File: config.mk
export PLATFORM = sky130hd
export DESIGN_NAME = cist_queue
export DESIGN_NICKNAME = d
export VERILOG_FILES = /design/src/rtl/core/cist_pkg.sv /design/src/rtl/core/cist_queue.sv
export SDC_FILE = /design/constraint.sdc
export NUM_CORES = 1
export LEC_CHECK = 0
export ABC_AREA = 1
export BUFFER_PORTS_ARGS = -buffer_cell sky130_fd_sc_hd__buf_2
export CAP_MARGIN = 20
export CORE_MARGIN = 2
export CORE_UTILIZATION = 41
export CTS_BUF_LIST = sky130_fd_sc_hd__clkbuf_16
export DETAILED_ROUTE_END_ITERATION = 8
export MAX_ROUTING_LAYER = met4
export PLACE_DENSITY_LB_ADDON = 0.05
export SLEW_MARGIN = 40
export SYNTH_ARGS = -nofsm -noshare
export SYNTH_HDL_FRONTEND = slang
export SYNTH_SLANG_ARGS = --single-unit
File: constraint.sdc
create_clock -name clock -period 7.7 [get_ports clock]
set_clock_uncertainty 0.05 [all_clocks]
set_input_delay 1.155 -clock clock [delete_from_list [all_inputs] [get_ports clock]]
set_output_delay 1.155 -clock clock [all_outputs]
set_load 0.05 [all_outputs]
File: src/rtl/core/cist_pkg.sv
package cist_pkg;

   localparam int MAX_ENTRIES = 128;
   localparam int SLOT_W      = $clog2(MAX_ENTRIES);
   localparam int USED_W      = $clog2(MAX_ENTRIES + 1);
   localparam int ID_SPACE    = 2048;
   localparam int ID_W        = $clog2(ID_SPACE);
   localparam int FRAME_ID_W  = 16;
   localparam int LEN_W       = 4;
   localparam int MAX_LEN     = 8;
   localparam int PAYLOAD_W   = 64;
   localparam int TIME_W      = 32;
   localparam int HITS_W      = 32;
   localparam int OVF_W       = 32;
   localparam int KIND_W      = 2;
   localparam int STATUS_W    = 3;
   localparam int QUEUE_DEPTH = 2;

   // req_tdata layout, lowest bits first
   localparam int REQ_ID_LSB   = 0;
   localparam int REQ_LEN_LSB  = REQ_ID_LSB + FRAME_ID_W;
   localparam int REQ_PL_LSB   = REQ_LEN_LSB + LEN_W;
   localparam int REQ_TIME_LSB = REQ_PL_LSB + PAYLOAD_W;
   localparam int REQ_SLOT_LSB = REQ_TIME_LSB + TIME_W;
   localparam int REQ_BITS     = REQ_SLOT_LSB + SLOT_W;
   localparam int REQ_DATA_W   = ((REQ_BITS + 7) / 8) * 8;

   // rsp_tdata layout, lowest bits first
   localparam int RSP_ID_LSB   = 0;
   localparam int RSP_LEN_LSB  = RSP_ID_LSB + ID_W;
   localparam int RSP_PL_LSB   = RSP_LEN_LSB + LEN_W;
   localparam int RSP_TIME_LSB = RSP_PL_LSB + PAYLOAD_W;
   localparam int RSP_HITS_LSB = RSP_TIME_LSB + TIME_W;
   localparam int RSP_USED_LSB = RSP_HITS_LSB + HITS_W;
   localparam int RSP_OVF_LSB  = RSP_USED_LSB + USED_W;
   localparam int RSP_BITS     = RSP_OVF_LSB + OVF_W;
   localparam int RSP_DATA_W   = ((RSP_BITS + 7) / 8) * 8;

   typedef enum logic [KIND_W-1:0] {
      KIND_RECORD = 2'd0,
      KIND_READ   = 2'd1,
      KIND_CLEAR  = 2'd2,
      KIND_UNUSED = 2'd3
   } kind_type;

   typedef enum logic [1:0] {
      OP_RECORD,
      OP_READ,
      OP_CLEAR,
      OP_IGNORE
   } op_type;

   typedef enum logic [STATUS_W-1:0] {
      STAT_UPDATED    = 3'd0,
      STAT_NEW_SLOT   = 3'd1,
      STAT_FULL       = 3'd2,
      STAT_IGNORED    = 3'd3,
      STAT_READ_OK    = 3'd4,
      STAT_READ_EMPTY = 3'd5,
      STAT_CLEARED    = 3'd6
   } status_type;

   typedef struct packed {
      op_type                op;
      logic [ID_W-1:0]       id;
      logic [LEN_W-1:0]      length;
      logic [PAYLOAD_W-1:0]  payload;
      logic [TIME_W-1:0]     time_ms;
      logic [SLOT_W-1:0]     slot_index;
   } item_type;

   typedef struct packed {
      logic sweep_busy;
   } back_stat_type;

endpackage

File: src/rtl/core/cist_queue.sv
module cist_queue (
   input  logic               clock,
   input  logic               reset,
   input  logic               push_valid,
   output logic               push_ready,
   input  cist_pkg::item_type push_item,
   output logic               pop_valid,
   input  logic               pop_ready,
   output cist_pkg::item_type pop_item
);
   import cist_pkg::*;

   item_type   entry_ff [QUEUE_DEPTH];
   logic       wr_ptr_ff;
   logic       wr_ptr_in;
   logic       rd_ptr_ff;
   logic       rd_ptr_in;
   logic [1:0] count_ff;
   logic [1:0] count_in;
   logic       do_push;
   logic       do_pop;

   assign push_ready = (count_ff != 2'(QUEUE_DEPTH));
   assign pop_valid  = (count_ff != 2'd0);
   assign pop_item   = entry_ff[rd_ptr_ff];
   assign do_push    = push_valid && push_ready;
   assign do_pop     = pop_valid && pop_ready;

   always_comb begin
      wr_ptr_in = do_push ? !wr_ptr_ff : wr_ptr_ff;
      rd_ptr_in = do_pop ? !rd_ptr_ff : rd_ptr_ff;
      count_in  = count_ff;
      if (do_push && !do_pop) begin
         count_in = count_ff + 2'd1;
      end else if (do_pop && !do_push) begin
         count_in = count_ff - 2'd1;
      end
   end

   always_ff @(posedge clock) begin
      if (reset) begin
         wr_ptr_ff <= 1'b0;
         rd_ptr_ff <= 1'b0;
         count_ff  <= 2'd0;
      end else begin
         wr_ptr_ff <= wr_ptr_in;
         rd_ptr_ff <= rd_ptr_in;
         count_ff  <= count_in;
      end
   end

   always_ff @(posedge clock) begin
      if (do_push) begin
         entry_ff[wr_ptr_ff] <= push_item;
      end
   end

endmodule

# After elaboration in Yosys (flattened, before gate mapping)
# Memory sizes are Yosys's and may differ from the RTL's. A register that Yosys moved wholly into a read port is not among the register bits.
# Index checks and enable logic that the tools add are counted.
dict set report op_classes {
  n_addsub 2
  eq_ne 1
  muxes 6
  n_reduce_logical 10
}
# operator n
set op_table {}
lappend op_table {{1-bit logical AND} 4}
lappend op_table {{1-bit logical NOT} 4}
lappend op_table {{1-bit two-way mux} 4}
lappend op_table {{2-bit two-way mux} 2}
lappend op_table {{2-bit nonzero test} 2}
lappend op_table {{2-bit by 1-bit adder with 2-bit output (second input constant)} 1}
lappend op_table {{2-bit != test (second input constant)} 1}
lappend op_table {{2-bit by 1-bit subtractor with 2-bit output (second input constant)} 1}
dict set report totals {
  ff_bits 4
  ram_bits 240
  in_bits 124
  out_inout_bits 122
  wordCells 23
  memories 1
}
# name words word_bits rd rd_ports_with_merged_regs write_ports line_no
set memory_table {}
lappend memory_table {entry_ff 2 120 1 1 1 cist_queue.sv:13} ;# item_type entry_ff [QUEUE_DEPTH];

# Logic depth before layout (Yosys ltp)
# Gate-level depths: netlist (run 1).
dict set report depth {
  depth_word 6
  ltp_mapped 11
  ltp_nobuf 11
}

# Worst setup path after synthesis (run 1)
# OpenSTA, ideal clock, no wires.
dict set report synth_path {
  path_type {input-to-reg}
  startpoint {input push_valid}
  endpoint {memory entry_ff[0][0] (netlist bit) (enable)}
  setup_time_ns 0.601
  t_arrival_ns 6.261
  required_time_ns 7.049
  path_slack_ns 0.788
  cell_stages 2
  n_path_buf 0
  path_cell_list {nand2_1 > nor2_1}
}
dict set report synth_between {
  elab_chain_len 3
}
# element line_no
set synth_rtl {}
lappend synth_rtl {{start: declaration} cist_queue.sv:4} ;# input logic push_valid,
lappend synth_rtl {{1-bit logical AND} cist_queue.sv:26} ;# assign do_push = push_valid && push_ready;
lappend synth_rtl {{1-bit two-way mux} cist_queue.sv:53} ;# if (do_push) begin
lappend synth_rtl {{1-bit two-way mux (implied by the code)} cist_queue.sv:54} ;# entry_ff[wr_ptr_ff] <= push_item;
lappend synth_rtl {{end: declaration} cist_queue.sv:13}
# No other way between the ends.

==> flow_summary_export.csv, run 1 <==
group,metric,value,unit
synth,synth_area,8930,um^2
synth,synth_most_common_cell,"edfxtp_1",
synth,yosysTopAreaCellShare,0.807,
critical_path,cp-start-kind,"register",
critical_path,cpPeakStageDelay,0.76,ns
sta,period_share,0.502,
critical_path,crit_chain,"buf_6 > mux2_2 > buf_2",
synth,synth_cell_types,13,
critical_path,ff2ff_path_depth,5,
job,drv_cap,0,
clock_network,cts_buffer_depth,3,
power,ir_drop,209,uV
grt,grt.total_usage,0.150,
synth,yosysTopAreaCell,"edfxtp_1",
place,gp_congestion,0.726,
sta,relSlewSlack,0.465,
final_layout,drive_gt1_frac,0.598,
floorplan,die_w,152,um
power,clkPwrFrac,0.297,
power,p_sw_frac,0.348,
synth,synth-simple-area-share,0.00855,
sta,slew_viol_final,0,
critical_path,arrival,2.66,ns
critical_path,path_buf_inv,2,
power,comb_power_share,0.303,
final_layout,multi_input_area,1480,um^2
final_layout,fill_cells,1736,
synth,syn_inst,410,
critical_path,criticalPathCategory,"reg -> out",
clock_network,clock_latency,0.50,ns
synth,synth_top_cells_by_count,"240 x edfxtp_1, 120 x mux2_2, 11 x buf_6, 9 x nand2_1, 8 x inv_1",
synth,synth_top_family_by_area,"multiplexers",
synth,muxShareOfSynthArea,0.151,
drt,postRouteAntennaNets,0,
synth,synth_seq_area_share,0.818,
floorplan,die_h,152,um
synth,ys.warnings.count,0,
floorplan,start_util,0.421,
synth,synth_area_leaders,"edfxtp_1 81%, mux2_2 15%, buf_6 1.4%",
sta,fmax,259,MHz
critical_path,path_delay_family,"buffers and inverters",
sta,tns,0,ns
critical_path,cp-end-kind,"primary output",
min_path,hold_path_class,"reg -> reg",
final_layout,regArea,7310,um^2
synth,yosys.area_share.adder,0.00140,
place,io_buffers,245,
synth,synth.net_count,535,
clock_network,cts.repair.resized,0,
min_path,worstHoldPathCells,2,
synth,synth_area_per_cell,21.8,um^2
grt,antenna_found_initial,7,
floorplan,ios,246,
grt,grt.overflow.total,0,
synth,synth_compound_area_frac,0.00224,
synth,synth-main-ff-cell,"edfxtp_1",
place,dp_hpwl,11.5,mm
grt,grt_max_degree,80,
final_layout,nets,799,
synth,synthXorXnorAreaFrac,0,
drt,vias,4562,
power,p_leak,4.26,nW
clock_network,clkSlewWorstSetupHoldPaths,0.06,ns
drt,drtIter0Drc,189,
clock_network,cts_tree,"done",
clock_network,cts.sinks,245,
synth,synth_edf_count,240,
floorplan,core_area,21200,um^2
drt,firstDrtPassIters,4,
final_layout,syn2layout_area_growth,27.1,%
clock_network,cts_hold_buf,0,
sta,rsz0062_at_grt,"false",
grt,grt_pass1_vias,4749,
synth,async_flop_share,0,
floorplan,fp-row-count,53,
floorplan,dieArea,23000,um^2
clock_network,cts-buffers-inserted,25,
run_status,status,"completed",
power,p_switching,1.53,mW
critical_path,crit_slowest_cell,"dfxtp_4",
synth,synth_seq_cells,245,
drt,drc,0,
clock_network,cts_root_buffer,"clkbuf_16",
grt,grt_first_pass_wirelength,25.3,mm
critical_path,cp_num_cells,3,
sta,tightest_slew,0.802,ns
drt,routed_via_density,4.68,
power,power_density,386,nW/um^2
critical_path,crit_fanout,74,
critical_path,crit_required,6.49,ns
drt,wire_per_inst,18.3,um
sta,setup_viol,0,
final_layout,post-route-util,0.535,
power,p_seq_frac,0.400,
power,p_int,2.86,mW
clock_network,h-tree-depth,1,
sta,hold_viol,0,
sta,min_period,3.86,ns
drt,routed_wl,17.8,mm
clock_network,cts_setup_buffers,0,
-- cells by family after synthesis --
logic type / after synthesis
buffers and inverters: 21
AND/OR/NAND/NOR: 19
multiplexers: 120
adder cells (fa/ha/maj): 1
AO/OA/AOI/OAI: 4
flip-flops: 245
-- tightest hold or removal path, delay by kind of cell, from the launching register on --
kind	cells	cell delay [ns]
flip-flops	1	0.33
AO/OA/AOI/OAI	1	0.06
AND/OR/NAND/NOR	1	0.09
-- placed cells by master, fill, tap and decap left out, types with 2 or more instances in the layout --
master / synthesis / routed
edfxtp_1: 240 / 240
nand3_1: 2 / 2
a21oi_1: 2 / 2
clkbuf_16: 0 / 25
buf_2: 2 / 245
mux2_2: 120 / 120
nand2_1: 9 / 9
dfxtp_1: 5 / 4
nor2_1: 7 / 5
buf_4: 0 / 2
buf_6: 11 / 3
inv_1: 8 / 11
o21ai_0: 2 / 2
diode_2: 0 / 8
clkinv_2: 0 / 6
bufinv_16: 0 / 7
nor2_4: 0 / 2
-- per-stage QoR --
| stage | hold slack (ns) | power [mW] | area (um^2) | instances | worst slack [ns] |
|---|---|---|---|---|---|
| after floorplan | 0.415 | 2.86 | 8930 | 410 | 0.788 |
| after global placement | 0.429 | 3.12 | 10400 | 922 | 4.09 |
| after detailed placement | 0.438 | 3.13 | 10400 | 922 | 4.33 |
| after CTS | 0.454 | 4.45 | 11300 | 966 | 3.78 |
| after global routing | 0.496 | 4.56 | 11300 | 973 | 3.68 |
| final | 0.459 | 4.38 | 11400 | 974 | 3.84 |
-- power by group through the flow --
| stage | logic (mW) | registers [mW] | clock network, mW |
|---|---|---|---|
| final | 1.33 | 1.75 | 1.30 |
| after floorplan | 1.09 | 1.78 | 0 |
| after global placement | 1.34 | 1.78 | 0 |
| after CTS | 1.35 | 1.76 | 1.34 |
| after global routing | 1.40 | 1.77 | 1.39 |
| after detailed placement | 1.35 | 1.78 | 0 |
-- sequential cells by signal, indices dropped and copies added (netlist names), named ones only --
signal and cells:
count_ff 2, entry_ff 240, rd_ptr_ff 1, wr_ptr_ff 1
-- layout make-up --
cell class	instances	area share
Inverter	8	0.00265
Clock buffer	25	0.0551
Antenna cell	8	0.00176
Clock inverter	19	0.0239
Multi-Input combinational cell	144	0.130
Timing Repair Buffer	250	0.112
Tap cell	275	0.0303
Sequential cell	245	0.644
-- per-layer routing --
layer,global-route usage,share of wire
met1,0.185,0.41
met2,0.243,0.50
met5,-,0
met4,0.0449,0.016
met3,0.0425,0.082
-- final timing paths --
kind	startpoint	end	slack [ns]
worst max-delay path	register	pop_item[89]	3.84
worst min-delay path	rd_ptr_ff$_SDFFE_PP0P_	register	0.46
worst max register to register	count_ff[0]$_SDFFE_PP0P_	entry_ff[1][44]$_DFFE_PP_	5.80
worst min register to register	rd_ptr_ff$_SDFFE_PP0P_	register	0.46
Power figures use the tool's default switching activity.
==> inputs of run 2 (changes only) <==
--- a/config.mk
+++ b/config.mk
@@ -5,7 +5,7 @@
 export SDC_FILE = /design/constraint.sdc
 export NUM_CORES = 1
 export LEC_CHECK = 0
-export ABC_AREA = 1
+export ABC_AREA = 0
 export BUFFER_PORTS_ARGS = -buffer_cell sky130_fd_sc_hd__buf_2
 export CAP_MARGIN = 20
 export CORE_MARGIN = 2
==> constraint.sdc (replaced) <==
create_clock -name clock -period 3.5 [get_ports clock]
set_clock_uncertainty 0.05 [all_clocks]
set_input_delay 0.525 -clock clock [delete_from_list [all_inputs] [get_ports clock]]
set_output_delay 0.525 -clock clock [all_outputs]
set_load 0.05 [all_outputs]
==> flow_summary_export.csv, run 2 <==
group,metric,value,unit
power,total_power,9.49,mW
clock_network,clkSlewWorstSetupHoldPaths,0.06,ns
synth,synth_top_cells_by_count,"240 x edfxtp_1, 120 x mux2_2, 10 x buf_6, 5 x dfxtp_1",
drt,drtIter0Drc,189,
drt,firstDrtPassIters,4,
floorplan,core_area,21200,um^2
grt,grt_max_degree,65,
synth,async_flop_share,0,
drt,drc,0,
clock_network,cts_tree,"done",
final_layout,final_cell_mix,"245 x buf_2, 240 x edfxtp_1, 120 x mux2_2, 25 x clkbuf_16, 8 x clkinv_1",
synth,synth-main-ff-cell,"edfxtp_1",
job,drv_cap,0,
final_layout,instances_no_fill,961,
clock_network,cts_buffer_depth,3,
floorplan,dieArea,22900,um^2
place,io_buffers,245,
min_path,hold_path_class,"in -> reg",
clock_network,cts.repair.resized,0,
synth,ys.warnings.count,0,
clock_network,cts_setup_buffers,0,
power,p_leak,4.17,nW
synth,synth_area_leaders,"edfxtp_1 81%, mux2_2 15%, buf_6 1.3%",
critical_path,cp-end-kind,"primary output",
grt,grt_pass1_vias,4654,
synth,synth_edf_count,240,
grt,grt.overflow.total,0,
clock_network,clock_latency,0.50,ns
critical_path,crit_required,2.92,ns
sta,fmax,371,MHz
synth,synth_area_per_cell,22.4,um^2
final_layout,final_common_cell,"buf_2",
synth,yosysTopAreaCellShare,0.809,
power,power_density,844,nW/um^2
sta,relSlewSlack,0.603,
critical_path,criticalPathCategory,"reg -> out",
place,dp_hpwl,11.6,mm
final_layout,syn2layout_area_growth,26.2,%
place,dpl_cell_area,10500,um^2
sta,slew_viol_final,0,
synth,synth_most_common_cell,"edfxtp_1",
critical_path,cp-start-kind,"register",
synth,synth.net_count,522,
critical_path,crit_slowest_cell,"dfxtp_4",
grt,grt.total_usage,0.147,
grt,antenna_found_initial,4,
place,dp.cells,911,
drt,postRouteAntennaNets,0,
place,gp_congestion,0.736,
drt,routed_wl,17.4,mm
final_layout,drive_gt1_frac,0.607,
synth,syn_inst,397,
synth,synth_area,8910,um^2
floorplan,die_h,151,um
final_layout,post-route-util,0.532,
floorplan,die_w,151,um
final_layout,stdcell_area,11200,um^2
sta,setup_viol,0,
critical_path,cpPeakStageDelay,0.60,ns
clock_network,cts-buffers-inserted,25,
sta,rsz0062_at_grt,"false",
critical_path,arrival,2.12,ns
floorplan,fp-row-count,53,
clock_network,cts_hold_buf,0,
sta,tightest_slew,0.596,ns
critical_path,crit_fanout,28,
synth,synth_cell_types,19,
drt,routed_via_density,4.70,
final_layout,nets,788,
sta,period_share,0.771,
drt,wire_per_inst,18.1,um
final_layout,largest_register_ff_count,240,
synth,synth_seq_area_share,0.820,
sta,setup_ws,0.801,ns
synth,yosysTopAreaCell,"edfxtp_1",
drt,vias,4520,
floorplan,start_util,0.421,
sta,min_period,2.70,ns
final_layout,reg_top3,"entry_ff: 240 flops, count_ff: 2 flops",
sta,hold_slack,0.146,ns
clock_network,cts_root_buffer,"clkbuf_16",
run_status,status,"completed",
sta,tns,0,ns
clock_network,cts.sinks,245,
floorplan,ios,246,
clock_network,h-tree-depth,1,
grt,grt_first_pass_wirelength,24.6,mm
power,ir_drop,522,uV
place,preCtsSetupSlack,1.29,ns
final_layout,regMostFlops,"entry_ff",
synth,synth_seq_cells,245,
critical_path,crit_chain,"buf_4 > mux2_2 > buf_2",
sta,hold_viol,0,
## run 2: changes by cell type in the layout (fill, tap and decap cells not counted), moves of 2 or more
cell,previous run,this run
buf_12,0,3
buf_4,2,4
buf_6,3,0
bufinv_16,7,2
clkinv_1,1,8
clkinvlp_4,1,4
diode_2,8,4
inv_1,11,1
nand2_1,9,0
nand3_1,2,0
nor2_1,5,3
nor2_4,2,0
xor2_1,0,3
## run 2: critical path: cells and delay by family (launching register included)
kind | cells | cell delay, ns
buffers and inverters | 2 | 0.61
muxes | 1 | 0.38
DFF | 1 | 0.60
## run 2: logic make-up after synthesis
logic type      Yosys count  synth area share
compound gates            5           0.00337
xor+xnor                  3           0.00295
fa+ha+maj                 1           0.00140
buf+inv                  14            0.0150
flops                   245             0.820
mux                     120             0.152
simple gates              9           0.00562
## run 2: layout make-up
class | instances | area (um^2)
clock inverter | 21 | 159
inverter | 1 | 7.51
antenna | 4 | 10.0
clock buffer | 25 | 626
sequential | 245 | 7310
tap | 275 | 344
multi-input combinational | 138 | 1480
timing repair buffer | 252 | 1320
fill | 1752 | 9910
## run 2: per-layer routing
layer / share of wire / track usage / vias to the layer above
li1: - / - / 2127
met1: 0.40 / 0.181 / 2195
met2: 0.48 / 0.233 / 170
met3: 0.10 / 0.0503 / 28
met4: 0.024 / 0.0449 / 0
met5: 0 / - / -
## run 2: path summary, 6_finish.rpt
| kind | from | depth (start not counted) | endpoint | slack, ns |
|---|---|---|---|---|
| worst max-delay path | register | 3 | pop_item[45] | 0.80 |
| worst min-delay path | push_item[12] | 1 | entry_ff[0][12]$_DFFE_PP_ | 0.15 |
| worst min register to register | rd_ptr_ff$_SDFFE_PP0P_ | 2 | register | 0.45 |
| worst max register to register | count_ff[0]$_SDFFE_PP0P_ | 4 | entry_ff[0][51]$_DFFE_PP_ | 1.35 |
## run 2: report_power, final
part,internal [mW],total (mW),switching (mW)
Combinational,0.877,3.20,2.33
Sequential,3.67,3.80,0.130
Clock,1.45,2.50,1.05
Total,5.99,9.49,3.50
