===== src/rtl/core/cist_pkg.sv =====
package cist_pkg;

   localparam int MAX_ENTRIES = 128;
   localparam int SLOT_W      = $clog2(MAX_ENTRIES);
   localparam int USED_W      = $clog2(MAX_ENTRIES + 1);
   localparam int ID_SPACE    = 2048;
   localparam int ID_W        = $clog2(ID_SPACE);
   localparam int FRAME_ID_W  = 16;
   localparam int LEN_W       = 4;
   localparam int MAX_LEN     = 8;
   localparam int PAYLOAD_W   = 64;
   localparam int TIME_W      = 32;
   localparam int HITS_W      = 32;
   localparam int OVF_W       = 32;
   localparam int KIND_W      = 2;
   localparam int STATUS_W    = 3;
   localparam int QUEUE_DEPTH = 2;

   // req_tdata layout, lowest bits first
   localparam int REQ_ID_LSB   = 0;
   localparam int REQ_LEN_LSB  = REQ_ID_LSB + FRAME_ID_W;
   localparam int REQ_PL_LSB   = REQ_LEN_LSB + LEN_W;
   localparam int REQ_TIME_LSB = REQ_PL_LSB + PAYLOAD_W;
   localparam int REQ_SLOT_LSB = REQ_TIME_LSB + TIME_W;
   localparam int REQ_BITS     = REQ_SLOT_LSB + SLOT_W;
   localparam int REQ_DATA_W   = ((REQ_BITS + 7) / 8) * 8;

   // rsp_tdata layout, lowest bits first
   localparam int RSP_ID_LSB   = 0;
   localparam int RSP_LEN_LSB  = RSP_ID_LSB + ID_W;
   localparam int RSP_PL_LSB   = RSP_LEN_LSB + LEN_W;
   localparam int RSP_TIME_LSB = RSP_PL_LSB + PAYLOAD_W;
   localparam int RSP_HITS_LSB = RSP_TIME_LSB + TIME_W;
   localparam int RSP_USED_LSB = RSP_HITS_LSB + HITS_W;
   localparam int RSP_OVF_LSB  = RSP_USED_LSB + USED_W;
   localparam int RSP_BITS     = RSP_OVF_LSB + OVF_W;
   localparam int RSP_DATA_W   = ((RSP_BITS + 7) / 8) * 8;

   typedef enum logic [KIND_W-1:0] {
      KIND_RECORD = 2'd0,
      KIND_READ   = 2'd1,
      KIND_CLEAR  = 2'd2,
      KIND_UNUSED = 2'd3
   } kind_type;

   typedef enum logic [1:0] {
      OP_RECORD,
      OP_READ,
      OP_CLEAR,
      OP_IGNORE
   } op_type;

   typedef enum logic [STATUS_W-1:0] {
      STAT_UPDATED    = 3'd0,
      STAT_NEW_SLOT   = 3'd1,
      STAT_FULL       = 3'd2,
      STAT_IGNORED    = 3'd3,
      STAT_READ_OK    = 3'd4,
      STAT_READ_EMPTY = 3'd5,
      STAT_CLEARED    = 3'd6
   } status_type;

   typedef struct packed {
      op_type                op;
      logic [ID_W-1:0]       id;
      logic [LEN_W-1:0]      length;
      logic [PAYLOAD_W-1:0]  payload;
      logic [TIME_W-1:0]     time_ms;
      logic [SLOT_W-1:0]     slot_index;
   } item_type;

   typedef struct packed {
      logic sweep_busy;
   } back_stat_type;

endpackage


===== src/rtl/core/cist_front.sv =====
module cist_front (
   input  logic                        clock,
   input  logic                        reset,
   input  logic                        req_tvalid,
   output logic                        req_tready,
   // frame_id, length_code, payload, time_ms, slot_index, zero pad
   input  logic [cist_pkg::REQ_DATA_W-1:0] req_tdata,
   // kind
   input  logic [cist_pkg::KIND_W-1:0] req_tuser,
   input  cist_pkg::back_stat_type     back_stat,
   output logic                        push_valid,
   input  logic                        push_ready,
   output cist_pkg::item_type          push_item
);
   import cist_pkg::*;

   logic [FRAME_ID_W-1:0] frame_id;
   logic [LEN_W-1:0]      len_raw;
   logic [LEN_W-1:0]      len_clamped;
   logic [PAYLOAD_W-1:0]  payload_raw;
   logic [PAYLOAD_W-1:0]  payload_masked;
   logic                  id_std;

   assign frame_id    = req_tdata[REQ_ID_LSB +: FRAME_ID_W];
   assign len_raw     = req_tdata[REQ_LEN_LSB +: LEN_W];
   assign payload_raw = req_tdata[REQ_PL_LSB +: PAYLOAD_W];
   assign id_std      = (frame_id[FRAME_ID_W-1:ID_W] == '0);
   assign len_clamped = (len_raw > LEN_W'(MAX_LEN)) ? LEN_W'(MAX_LEN) : len_raw;

   always_comb begin
      for (int i = 0; i < MAX_LEN; i++) begin
         payload_masked[8*i +: 8] = (LEN_W'(i) < len_clamped) ? payload_raw[8*i +: 8] : 8'd0;
      end
   end

   // no intake while the id map is being swept after reset
   assign req_tready = push_ready && !back_stat.sweep_busy;
   assign push_valid = req_tvalid && !back_stat.sweep_busy;

   always_comb begin
      push_item            = '0;
      push_item.id         = frame_id[ID_W-1:0];
      push_item.length     = len_clamped;
      push_item.payload    = payload_masked;
      push_item.time_ms    = req_tdata[REQ_TIME_LSB +: TIME_W];
      push_item.slot_index = req_tdata[REQ_SLOT_LSB +: SLOT_W];
      unique case (kind_type'(req_tuser))
         KIND_RECORD: push_item.op = id_std ? OP_RECORD : OP_IGNORE;
         KIND_READ:   push_item.op = OP_READ;
         KIND_CLEAR:  push_item.op = OP_CLEAR;
         default:     push_item.op = OP_IGNORE;
      endcase
   end

endmodule


===== config.mk =====
export PLATFORM = sky130hd
export DESIGN_NAME = cist_front
export DESIGN_NICKNAME = d
export VERILOG_FILES = /design/src/rtl/core/cist_pkg.sv /design/src/rtl/core/cist_front.sv
export SDC_FILE = /design/constraint.sdc
export NUM_CORES = 1
export LEC_CHECK = 0
export ABC_CLOCK_PERIOD_IN_PS = 1460
export BUFFER_PORTS_ARGS = -buffer_cell sky130_fd_sc_hd__buf_4
export CAP_MARGIN = 15
export CORE_AREA = 8 8 94 96
export DETAILED_ROUTE_END_ITERATION = 8
export DIE_AREA = 0 0 102 104
export SKIP_LAST_GASP = 1
export SYNTH_ARGS = -nofsm -noshare
export SYNTH_HDL_FRONTEND = slang
export SYNTH_SLANG_ARGS = --single-unit

===== constraint.sdc =====
create_clock -name vclk -period 1.46
set_input_delay 0.292 -clock vclk [all_inputs]
set_output_delay 0.292 -clock vclk [all_outputs]
set_load 0.005 [all_outputs]

### Yosys cells after proc, flatten, opt, wreduce, memory -nomap -nowiden

Index checks and enable logic that the tools add are counted.

* register bits after elaboration: 0
* input bits: 135
* output and inout bits: 122

* order comparisons: 9
* equality and inequality tests: 2
* mux-type cells: 11
* reduce and logical (&&, ||, !) cells: 5

Operators with widths (number)
* 8-bit 2-to-1 mux: 8
* 3-bit by 4-bit less-than comparator with 1-bit output, first input constant: 4
* 1-bit by 4-bit less-than comparator with 1-bit output, first input constant: 2
* 2-bit by 4-bit less-than comparator with 1-bit output, first input constant: 2
* 2-bit one-hot mux with 3 select lines: 1
* 5-bit logical NOT: 1
* 4-bit > comparator, second input constant: 1
* 4-bit 2-to-1 mux: 1
* 2-bit by 1-bit == test with 1-bit output, second input constant: 1
* 2-bit == test, second input constant: 1
* 1-bit logical AND: 2
* 2-bit logical NOT: 1
* 2-bit 2-to-1 mux: 1
* 1-bit logical NOT: 1

### Logic depth before layout (Yosys ltp)

Gate-level depths: netlist (run 1).

* word-level depth: 4
* depth in mapped cells: 3

### Worst setup path after synthesis (run 1)

OpenSTA, ideal clock, no wires.

* path type: input to output
* start: in req_tdata[19] in the netlist's numbering
* end: out push_item[47] in the netlist's numbering
* arrival time: 1.067 ns
* required time: 1.168 ns
* path slack: 0.101 ns
* cell stages on the path: 3
* path through: buf_4 -> nor3_1 -> and2b_1

RTL lines
* from (decl): line cist_front.sv:7 `input logic [cist_pkg::REQ_DATA_W-1:0] req_tdata,`
* to (decl): line cist_front.sv:13 `output cist_pkg::item_type push_item`

==> Flow_metrics.wiki, run 1 <==
{| class="wikitable"
! Metric !! Value
|-
| Remaining DRCs || 0
|-
| Final number of setup-violating endpoints || 0
|-
| Wire length of the first global-routing pass || 6.67 mm
|-
| Startpoint Class || primary input
|-
| Net Sw Power || 170 uW
|-
| Clock power share || 0
|-
| Post-Synthesis Cells || 137
|-
| Max Clk Rate || 717 MHz
|-
| Estimated wirelength of the detail-placed design || 4.32 mm
|-
| Number of vias per cell || 3.56
|-
| IO Count || 257
|-
| Number of port buffers || 150
|-
| Endpoint kind of the worst setup timing path || output pin
|-
| Number of pins exceeding their max-slew limit in the final report || 0
|-
| Sequential fraction of the synthesis area || 0
|-
| Final-report hold violation count || 0
|-
| Crit path launch || req_tdata[17]
|-
| Synth top cells by count || 51 x buf_4, 47 x nor2b_1, 8 x a21boi_0, 8 x and2_1, 8 x and2b_1
|-
| Largest area contributor in the netlist || buf_4
|-
| Tcrit/Tclk final || 0.955
|-
| Die ar. || 10600 sq um
|-
| Routed via count || 1224
|-
| Part of the power in registers || 0
|-
| Slew HR || 0.826
|-
| Top cells by area in the synthesized netlist || buf_4 41%, nor2b_1 31%, a21boi_0 6.4%
|-
| Reported max-cap violation count || 0
|-
| Critical Path Most Common Cell || buf_4
|-
| Min setup slack post-route || 0.0661 ns
|-
| Synth Cell Area || 942 sq um
|-
| Leakage dissipation || 0.987 nW
|-
| FF+latch area || 0 sq um
|-
| First drt pass iteration count || 2
|-
| Area share of the largest cell type after synthesis || 0.406
|-
| Most used standard cell by instance count after synthesis || buf_4
|-
| Synthesized Nets || 272
|-
| Antenna violation net count after detailed routing || 0
|-
| WP data required || 1.17 ns
|-
| Worst IR Drop VDD || 0.0000527 V
|-
| Net count of the finished layout || 379
|-
| Final min period || 1.39 ns
|-
| Routed length per placed instance || 13.7 microns
|-
| Overall global routing resource usage || 0.0740
|-
| Outcome || finished clean
|-
| Largest fanout on the critical path || 8
|-
| Sequential cell count of the final layout || 0
|-
| Initial core utilization || 0.127
|-
| Average instance area after synthesis || 6.88 sq um
|-
| Count of synthesis-stage warnings from yosys || 0
|-
| Chip Height || 104 microns
|-
| Number of diodes added for antenna fixing || 0
|-
| Number of different library cells in the post-synthesis netlist || 14
|-
| Beginning of the worst hold path || req_tdata[0]
|-
| Signal arrival time at the worst endpoint || 1.10 ns
|-
| Total negative slack for setup checks || 0 ns
|-
| Placement Rows || 32
|-
| Area inside the core boundary || 7450 sq um
|-
| Die width || 102 microns
|-
| Post-synthesis to final-layout area growth || 98.0%
|-
| Int Pwr || 348 uW
|-
| Maximum number of pins on one net before global-route repair || 12
|-
| Antenna violations before repair || 0
|-
| Share of total power in combinational logic || 1.000
|-
| Setup repair after global routing missed its margin || no
|-
| Type of the setup path with the least slack || in -> out
|-
| Transition at the pin with the smallest max-transition slack || 0.259 ns
|-
| Number of design-rule violations left by the first detailed-router iteration || 11
|-
| Worst setup slack after placement || 0.0361 ns
|-
| Pwr Density || 278 nW/um^2
|-
| Share of layout cells above drive strength 1 || 0.661
|-
| RePlAce Congestion || 0.714
|-
| Crit path largest cell delay || 0.18 ns
|-
| # clk buffers || 0
|-
| Switching fraction of total power || 0.328
|-
| Type of the most critical hold path || in -> out
|-
| Cell with the largest stage delay on the worst path || nor3_1
|-
| Vias in the first global route || 1353
|-
| Routed wire length || 4.72 mm
|-
| Worst path cell trace || buf_4, nor3_1, buf_4, and2b_1, buf_4
|-
| Overall overflow remaining after global route || 0
|}
## power groups by stage
stage | clock, mW | combinational [mW] | sequential [mW]
detailed placement | 0 | 0.529 | 0
finish | 0 | 0.518 | 0
floorplan | 0 | 0.248 | 0
global route | 0 | 0.564 | 0
global placement | 0 | 0.523 | 0
CTS | 0 | 0.530 | 0
## metal layers
layer,GRT usage,share of wire,routed length [microns]
met3,0.0382,0.19,891
met2,0.146,0.51,2400
met1,0.0601,0.28,1320
met5,0,0,0
met4,0.0210,0.025,118
## through the flow
stage / power (mW) / hold WS (ns) / area, sq um / std cells / util
2_1_floorplan: 0.248 / 0.614 / 942 / 137 / -
3_3_place_gp: 0.523 / 0.584 / 1870 / 344 / 0.251
3_5_place_dp: 0.529 / 0.584 / 1870 / 344 / 0.251
4_1_cts: 0.530 / 0.584 / 1870 / 344 / 0.251
5_1_grt: 0.564 / 0.584 / 1870 / 344 / 0.251
6_report: 0.518 / 0.584 / 1870 / 344 / 0.251
## final cells by class
type / instances / area (sq um)
Timing Repair Buffer: 158 / 1190
Multi-Input combinational cell: 83 / 548
Tap cell: 102 / 128
Fill cell: 831 / 5580
Inverter: 1 / 3.75
## layout by cell type, fill, tap and decap left out, drive strengths merged
master  count
a211oi      1
a21boi      8
a21oi       3
a31oi       1
and2        8
and2b       8
buf       158
inv         1
nor2        1
nor2b      47
nor3        4
nor4        1
o21ai       1
## what timing repair did
| item | 4_1_cts | 5_1_grt |
|---|---|---|
| setup buffers | 0 | 0 |
| hold buffers | 0 | 0 |
| hold endpoints to repair | 0 | 0 |
| resized for setup | 0 | 4 |
| setup endpoints to repair | 0 | 4 |
## critical path: cells and delay by family
kind / cells / cell delay [ns]
buf+inv: 3 / 0.45
simple gates: 2 / 0.36
## kinds of logic after synthesis
kind of cell           synth area share
AO/OA/AOI/OAI                     0.105
buffers and inverters             0.418
AND/OR/NAND/NOR                   0.477
## worst paths after layout
check             slack (ns)        endpoint  cells past startpoint
setup / recovery        0.07   push_item[52]                      5
hold / removal          0.58  push_item[107]                      0
Note: power is estimated with default switching activity, not from simulation.
==> run 2, diff against run 1 <==
--- a/config.mk
+++ b/config.mk
@@ -8,9 +8,9 @@
 export ABC_CLOCK_PERIOD_IN_PS = 1460
 export BUFFER_PORTS_ARGS = -buffer_cell sky130_fd_sc_hd__buf_4
 export CAP_MARGIN = 15
-export CORE_AREA = 8 8 94 96
+export CORE_AREA = 2 2 99 101
 export DETAILED_ROUTE_END_ITERATION = 8
-export DIE_AREA = 0 0 102 104
+export DIE_AREA = 0 0 101 103
 export SKIP_LAST_GASP = 1
 export SYNTH_ARGS = -nofsm -noshare
 export SYNTH_HDL_FRONTEND = slang
==> run 2 against run 1 <==
Compared with the run above: via count up 2.5%; core utilization decreased by 4.9 points; die area decreased by 1.9%; wire length fell by 17%; combinational power is essentially flat; non-clock buffer count is 1 higher; sequential share of layout area is the same; total power fell by 0.24%; critical path type unchanged; critical endpoint is now push_item[48]; largest cell class unchanged; largest power group unchanged.
==> Flow_metrics.wiki, run 2 (same netlist as run 1, synthesis figures left out) <==
{| class="wikitable"
! Metric !! Value
|-
| Outcome || finished clean
|-
| Share of total power in combinational logic || 1.000
|-
| Pwr Density || 272 nW/um^2
|-
| IO Count || 257
|-
| Most common cell after layout, fill and taps aside || buf_4
|-
| Placement Rows || 36
|-
| Reported max-cap violation count || 0
|-
| Number of buffers and inverters on the critical path || 3
|-
| Setup repair after global routing missed its margin || no
|-
| Initial core utilization || 0.0996
|-
| Final min period || 1.40 ns
|-
| Type of the most critical hold path || in -> out
|-
| Net Sw Power || 166 uW
|-
| Number of vias per cell || 3.51
|-
| Post-CTS Resized || 0
|-
| Type of the setup path with the least slack || in -> out
|-
| Family with the most delay on the worst path || buffers and inverters
|-
| Power consumption || 517 uW
|-
| Estimated wirelength of the detail-placed design || 3.44 mm
|-
| Number of diodes added for antenna fixing || 0
|-
| Hold-fix buffers at CTS || 0
|-
| Vias in the first global route || 1073
|-
| Overall global routing resource usage || 0.0596
|-
| Most used cells in the layout excluding fill and tap cells || 158 x buf_4, 47 x nor2b_1, 8 x and2b_1, 8 x and2_1, 7 x a21boi_0
|-
| Signal arrival time at the worst endpoint || 1.11 ns
|-
| Crit path largest cell delay || 0.19 ns
|-
| Endpoint kind of the worst setup timing path || output pin
|-
| Final instance area || 1900 sq um
|-
| Part of the power in registers || 0
|-
| Share of layout cells above drive strength 1 || 0.671
|-
| Die width || 101 microns
|-
| Post-synthesis to final-layout area growth || 102%
|-
| FF+latch area || 0 sq um
|-
| Sequential cell count of the final layout || 0
|-
| Transition at the pin with the smallest max-transition slack || 0.245 ns
|-
| Routed via count || 1254
|-
| Antenna violation net count after detailed routing || 0
|-
| Final-report hold violation count || 0
|-
| Instance area at placement || 1890 sq um
|-
| Routed wire length || 3.93 mm
|-
| Cell with the largest stage delay on the worst path || nor3_1
|-
| Slew HR || 0.836
|-
| Number of port buffers || 150
|-
| Tcrit/Tclk final || 0.957
|-
| Worst IR Drop VDD || 0.0000648 V
|-
| Antenna violations before repair || 0
|-
| Worst path cell trace || buf_4, nor3_1, buf_4, and2b_1, buf_4
|-
| Number of pins exceeding their max-slew limit in the final report || 0
|-
| Number of non-filler instances in the completed layout || 357
|-
| Int Pwr || 351 uW
|-
| WP data required || 1.17 ns
|-
| Count of placed standard cells including taps || 357
|-
| First drt pass iteration count || 3
|-
| Clock power share || 0
|-
| Number of design-rule violations left by the first detailed-router iteration || 13
|-
| Wire length of the first global-routing pass || 5.01 mm
|-
| Net count of the finished layout || 380
|-
| Switching fraction of total power || 0.321
|-
| RePlAce Congestion || 0.697
|-
| Critical Path Most Common Cell || buf_4
|-
| Max Clk Rate || 716 MHz
|-
| Largest fanout on the critical path || 8
|-
| Routed length per placed instance || 11.0 microns
|-
| Chip Height || 103 microns
|-
| Die ar. || 10400 sq um
|-
| Buffer count from post-CTS setup fixing || 0
|-
| Maximum number of pins on one net before global-route repair || 18
|-
| Overall overflow remaining after global route || 0
|-
| Leakage dissipation || 0.992 nW
|-
| Total negative slack for setup checks || 0 ns
|-
| # clk buffers || 0
|-
| Remaining DRCs || 0
|-
| Area inside the core boundary || 9460 sq um
|-
| Final number of setup-violating endpoints || 0
|-
| Post-layout util || 0.201
|-
| Startpoint Class || primary input
|}
## run 2: cell count changes in the layout (fill, tap and decap cells not counted), sizes merged
cell  previous run  this run
buf            158       159
## run 2: power by group through the flow
stage | logic [mW] | registers (mW) | clock network (mW)
4_1_cts | 0.524 | 0 | 0
3_5_place_dp | 0.523 | 0 | 0
3_3_place_gp | 0.515 | 0 | 0
5_1_grt | 0.567 | 0 | 0
6_report | 0.517 | 0 | 0
2_1_floorplan | 0.248 | 0 | 0
## run 2: metrics by stage
stage                     worst slack (ns)  hold WS, ns
after CTS                          0.00992        0.584
after global routing               0.00671        0.584
after detailed placement            0.0110        0.584
after global placement              0.0193        0.584
after floorplan                      0.101        0.614
final                               0.0629        0.584
## run 2: final timing paths
| check | start | to | slack [ns] | cells after the start |
|---|---|---|---|---|
| hold / removal | req_tdata[0] | push_item[107] | 0.58 | 0 |
| setup / recovery | req_tdata[17] | push_item[48] | 0.06 | 5 |
## run 2: metal layers
metal  GRT usage  vias up  routed length [microns]
li1            -      593                        -
met1      0.0580      530                     1240
met2       0.121      115                     2090
met3      0.0149       16                      474
met4      0.0218        0                      131
met5           0        -                        0
## run 2: final cells by class
cell class,count,area (sq um)
Tap cell,114,143
Multi-Input combinational cell,83,558
Inverter,1,3.75
Timing Repair Buffer,159,1200
Fill cell,1070,7560
==> run 3, diff against run 2 <==
--- a/config.mk
+++ b/config.mk
@@ -11,6 +11,7 @@
 export CORE_AREA = 2 2 99 101
 export DETAILED_ROUTE_END_ITERATION = 8
 export DIE_AREA = 0 0 101 103
+export PLACE_DENSITY = 0.52
 export SKIP_LAST_GASP = 1
 export SYNTH_ARGS = -nofsm -noshare
 export SYNTH_HDL_FRONTEND = slang
==> run 3 against run 2 <==
Compared with the run above: wire length up 2.0%; via count down 3.1%; sequential share of layout area unchanged; total power up 0.11%; global-route usage up 0.14 points; critical path depth unchanged; fmax up 0.65%; first-iteration DRC count down 7.7%; worst setup slack better by 0.0090 ns.
==> Flow_metrics.wiki, run 3 (same netlist as run 1, synthesis figures left out) <==
{| class="wikitable"
! Metric !! Value
|-
| Outcome || finished clean
|-
| Final number of setup-violating endpoints || 0
|-
| Leakage dissipation || 0.991 nW
|-
| Die ar. || 10400 sq um
|-
| Post-synthesis to final-layout area growth || 101%
|-
| Placement Rows || 36
|-
| Transition at the pin with the smallest max-transition slack || 0.236 ns
|-
| Worst setup slack after placement || 0.0146 ns
|-
| FF+latch area || 0 sq um
|-
| Post-layout util || 0.200
|-
| Area inside the core boundary || 9460 sq um
|-
| Type of the setup path with the least slack || in -> out
|-
| Final-report hold violation count || 0
|-
| WP data required || 1.17 ns
|-
| Wire length of the first global-routing pass || 5.06 mm
|-
| Total negative slack for setup checks || 0 ns
|-
| Initial core utilization || 0.0996
|-
| Worst Hold End || push_item[107]
|-
| Smallest hold slack || 0.584 ns
|-
| Type of the most critical hold path || in -> out
|-
| Die width || 101 microns
|-
| Largest fanout on the critical path || 8
|-
| Number of vias per cell || 3.40
|-
| Final min period || 1.39 ns
|-
| Number of port buffers || 150
|-
| Max Clk Rate || 720 MHz
|-
| Signal arrival time at the worst endpoint || 1.10 ns
|-
| Most used cells in the layout excluding fill and tap cells || 159 x buf_4, 47 x nor2b_1, 8 x and2b_1, 8 x and2_1, 7 x a21boi_0
|-
| Reported max-cap violation count || 0
|-
| Share of layout cells above drive strength 1 || 0.667
|-
| Min setup slack post-route || 0.0719 ns
|-
| Overall global routing resource usage || 0.0610
|-
| Remaining DRCs || 0
|-
| Routed length per placed instance || 11.2 microns
|-
| # clk buffers || 0
|-
| Chip Height || 103 microns
|-
| Antenna violation net count after detailed routing || 0
|-
| First drt pass iteration count || 3
|-
| Routed wire length || 4.01 mm
|-
| Beginning of the worst hold path || req_tdata[0]
|-
| Slew HR || 0.841
|-
| Pwr Density || 273 nW/um^2
|-
| Instance area at placement || 1890 sq um
|-
| Startpoint Class || primary input
|-
| Number of design-rule violations left by the first detailed-router iteration || 12
|-
| Overall overflow remaining after global route || 0
|-
| Antenna violations before repair || 0
|-
| Vias in the first global route || 995
|-
| Buffer count from post-CTS setup fixing || 0
|-
| RePlAce Congestion || 0.690
|-
| Final instance area || 1890 sq um
|-
| Number of pins exceeding their max-slew limit in the final report || 0
|-
| Post-CTS Resized || 0
|-
| Tcrit/Tclk final || 0.951
|-
| Number of diodes added for antenna fixing || 0
|-
| Hold-fix buffers at CTS || 0
|-
| Net count of the finished layout || 380
|-
| Cell depth of the worst hold path || 0
|-
| IO Count || 257
|-
| Worst IR Drop VDD || 0.0000687 V
|-
| Crit path launch || req_tdata[18]
|-
| Endpoint kind of the worst setup timing path || output pin
|-
| Most common cell after layout, fill and taps aside || buf_4
|-
| Estimated wirelength of the detail-placed design || 3.57 mm
|-
| Sequential cell count of the final layout || 0
|-
| Setup repair after global routing missed its margin || no
|-
| Routed via count || 1215
|-
| Maximum number of pins on one net before global-route repair || 12
|}
-- run 3: cell types whose count changed in the layout (fill, tap and decap cells not counted) --
cell | before | now
nor3_1 | 4 | 3
a21oi_1 | 2 | 3
buf_4 | 158 | 159
buf_6 | 1 | 0
a31oi_2 | 1 | 0
a31oi_1 | 0 | 1
a21oi_2 | 1 | 0
nor3_2 | 0 | 1
-- run 3: worst max-delay path: stages --
cell	delay (ns)
buf_4	0.17
o21ai_0	0.11
buf_4	0.17
a21boi_0	0.20
buf_4	0.15
-- run 3: area by class of cell --
| class | count | area (sq um) |
|---|---|---|
| fillers | 1046 | 7570 |
| repair buffers | 159 | 1190 |
| multi-input cells | 83 | 553 |
| well taps | 114 | 143 |
| inverters | 1 | 3.75 |
-- run 3: how the worst max path moves through the flow --
| stage | endpoint | slack, ns | cells after the start |
|---|---|---|---|
| final | push_item[75] | 0.07 | 5 |
| after global routing | push_item[89] | 0.01 | 5 |
| after CTS | push_item[71] | 0.007 | 5 |
| after detailed placement | push_item[71] | 0.01 | 5 |
| after global placement | push_item[71] | 0.03 | 5 |
| after floorplan | push_item[47] | 0.10 | 3 |
-- run 3: through the flow --
stage,instances,power [mW]
4_1_cts,357,0.528
2_1_floorplan,137,0.248
5_1_grt,357,0.567
6_report,357,0.517
3_5_place_dp,357,0.527
3_3_place_gp,357,0.525
-- run 3: routing by layer --
layer	track usage	vias to the layer above	share of wire
met1	0.0636	502	0.34
met2	0.119	99	0.52
met5	0	-	0
met4	0.0198	0	0.027
met3	0.0149	20	0.12
li1	-	594	-
-- run 3: where the power goes --
| group | switching [mW] | internal (mW) |
|---|---|---|
| clock network | 0 | 0 |
| registers | 0 | 0 |
| logic | 0.168 | 0.349 |
| total | 0.168 | 0.349 |
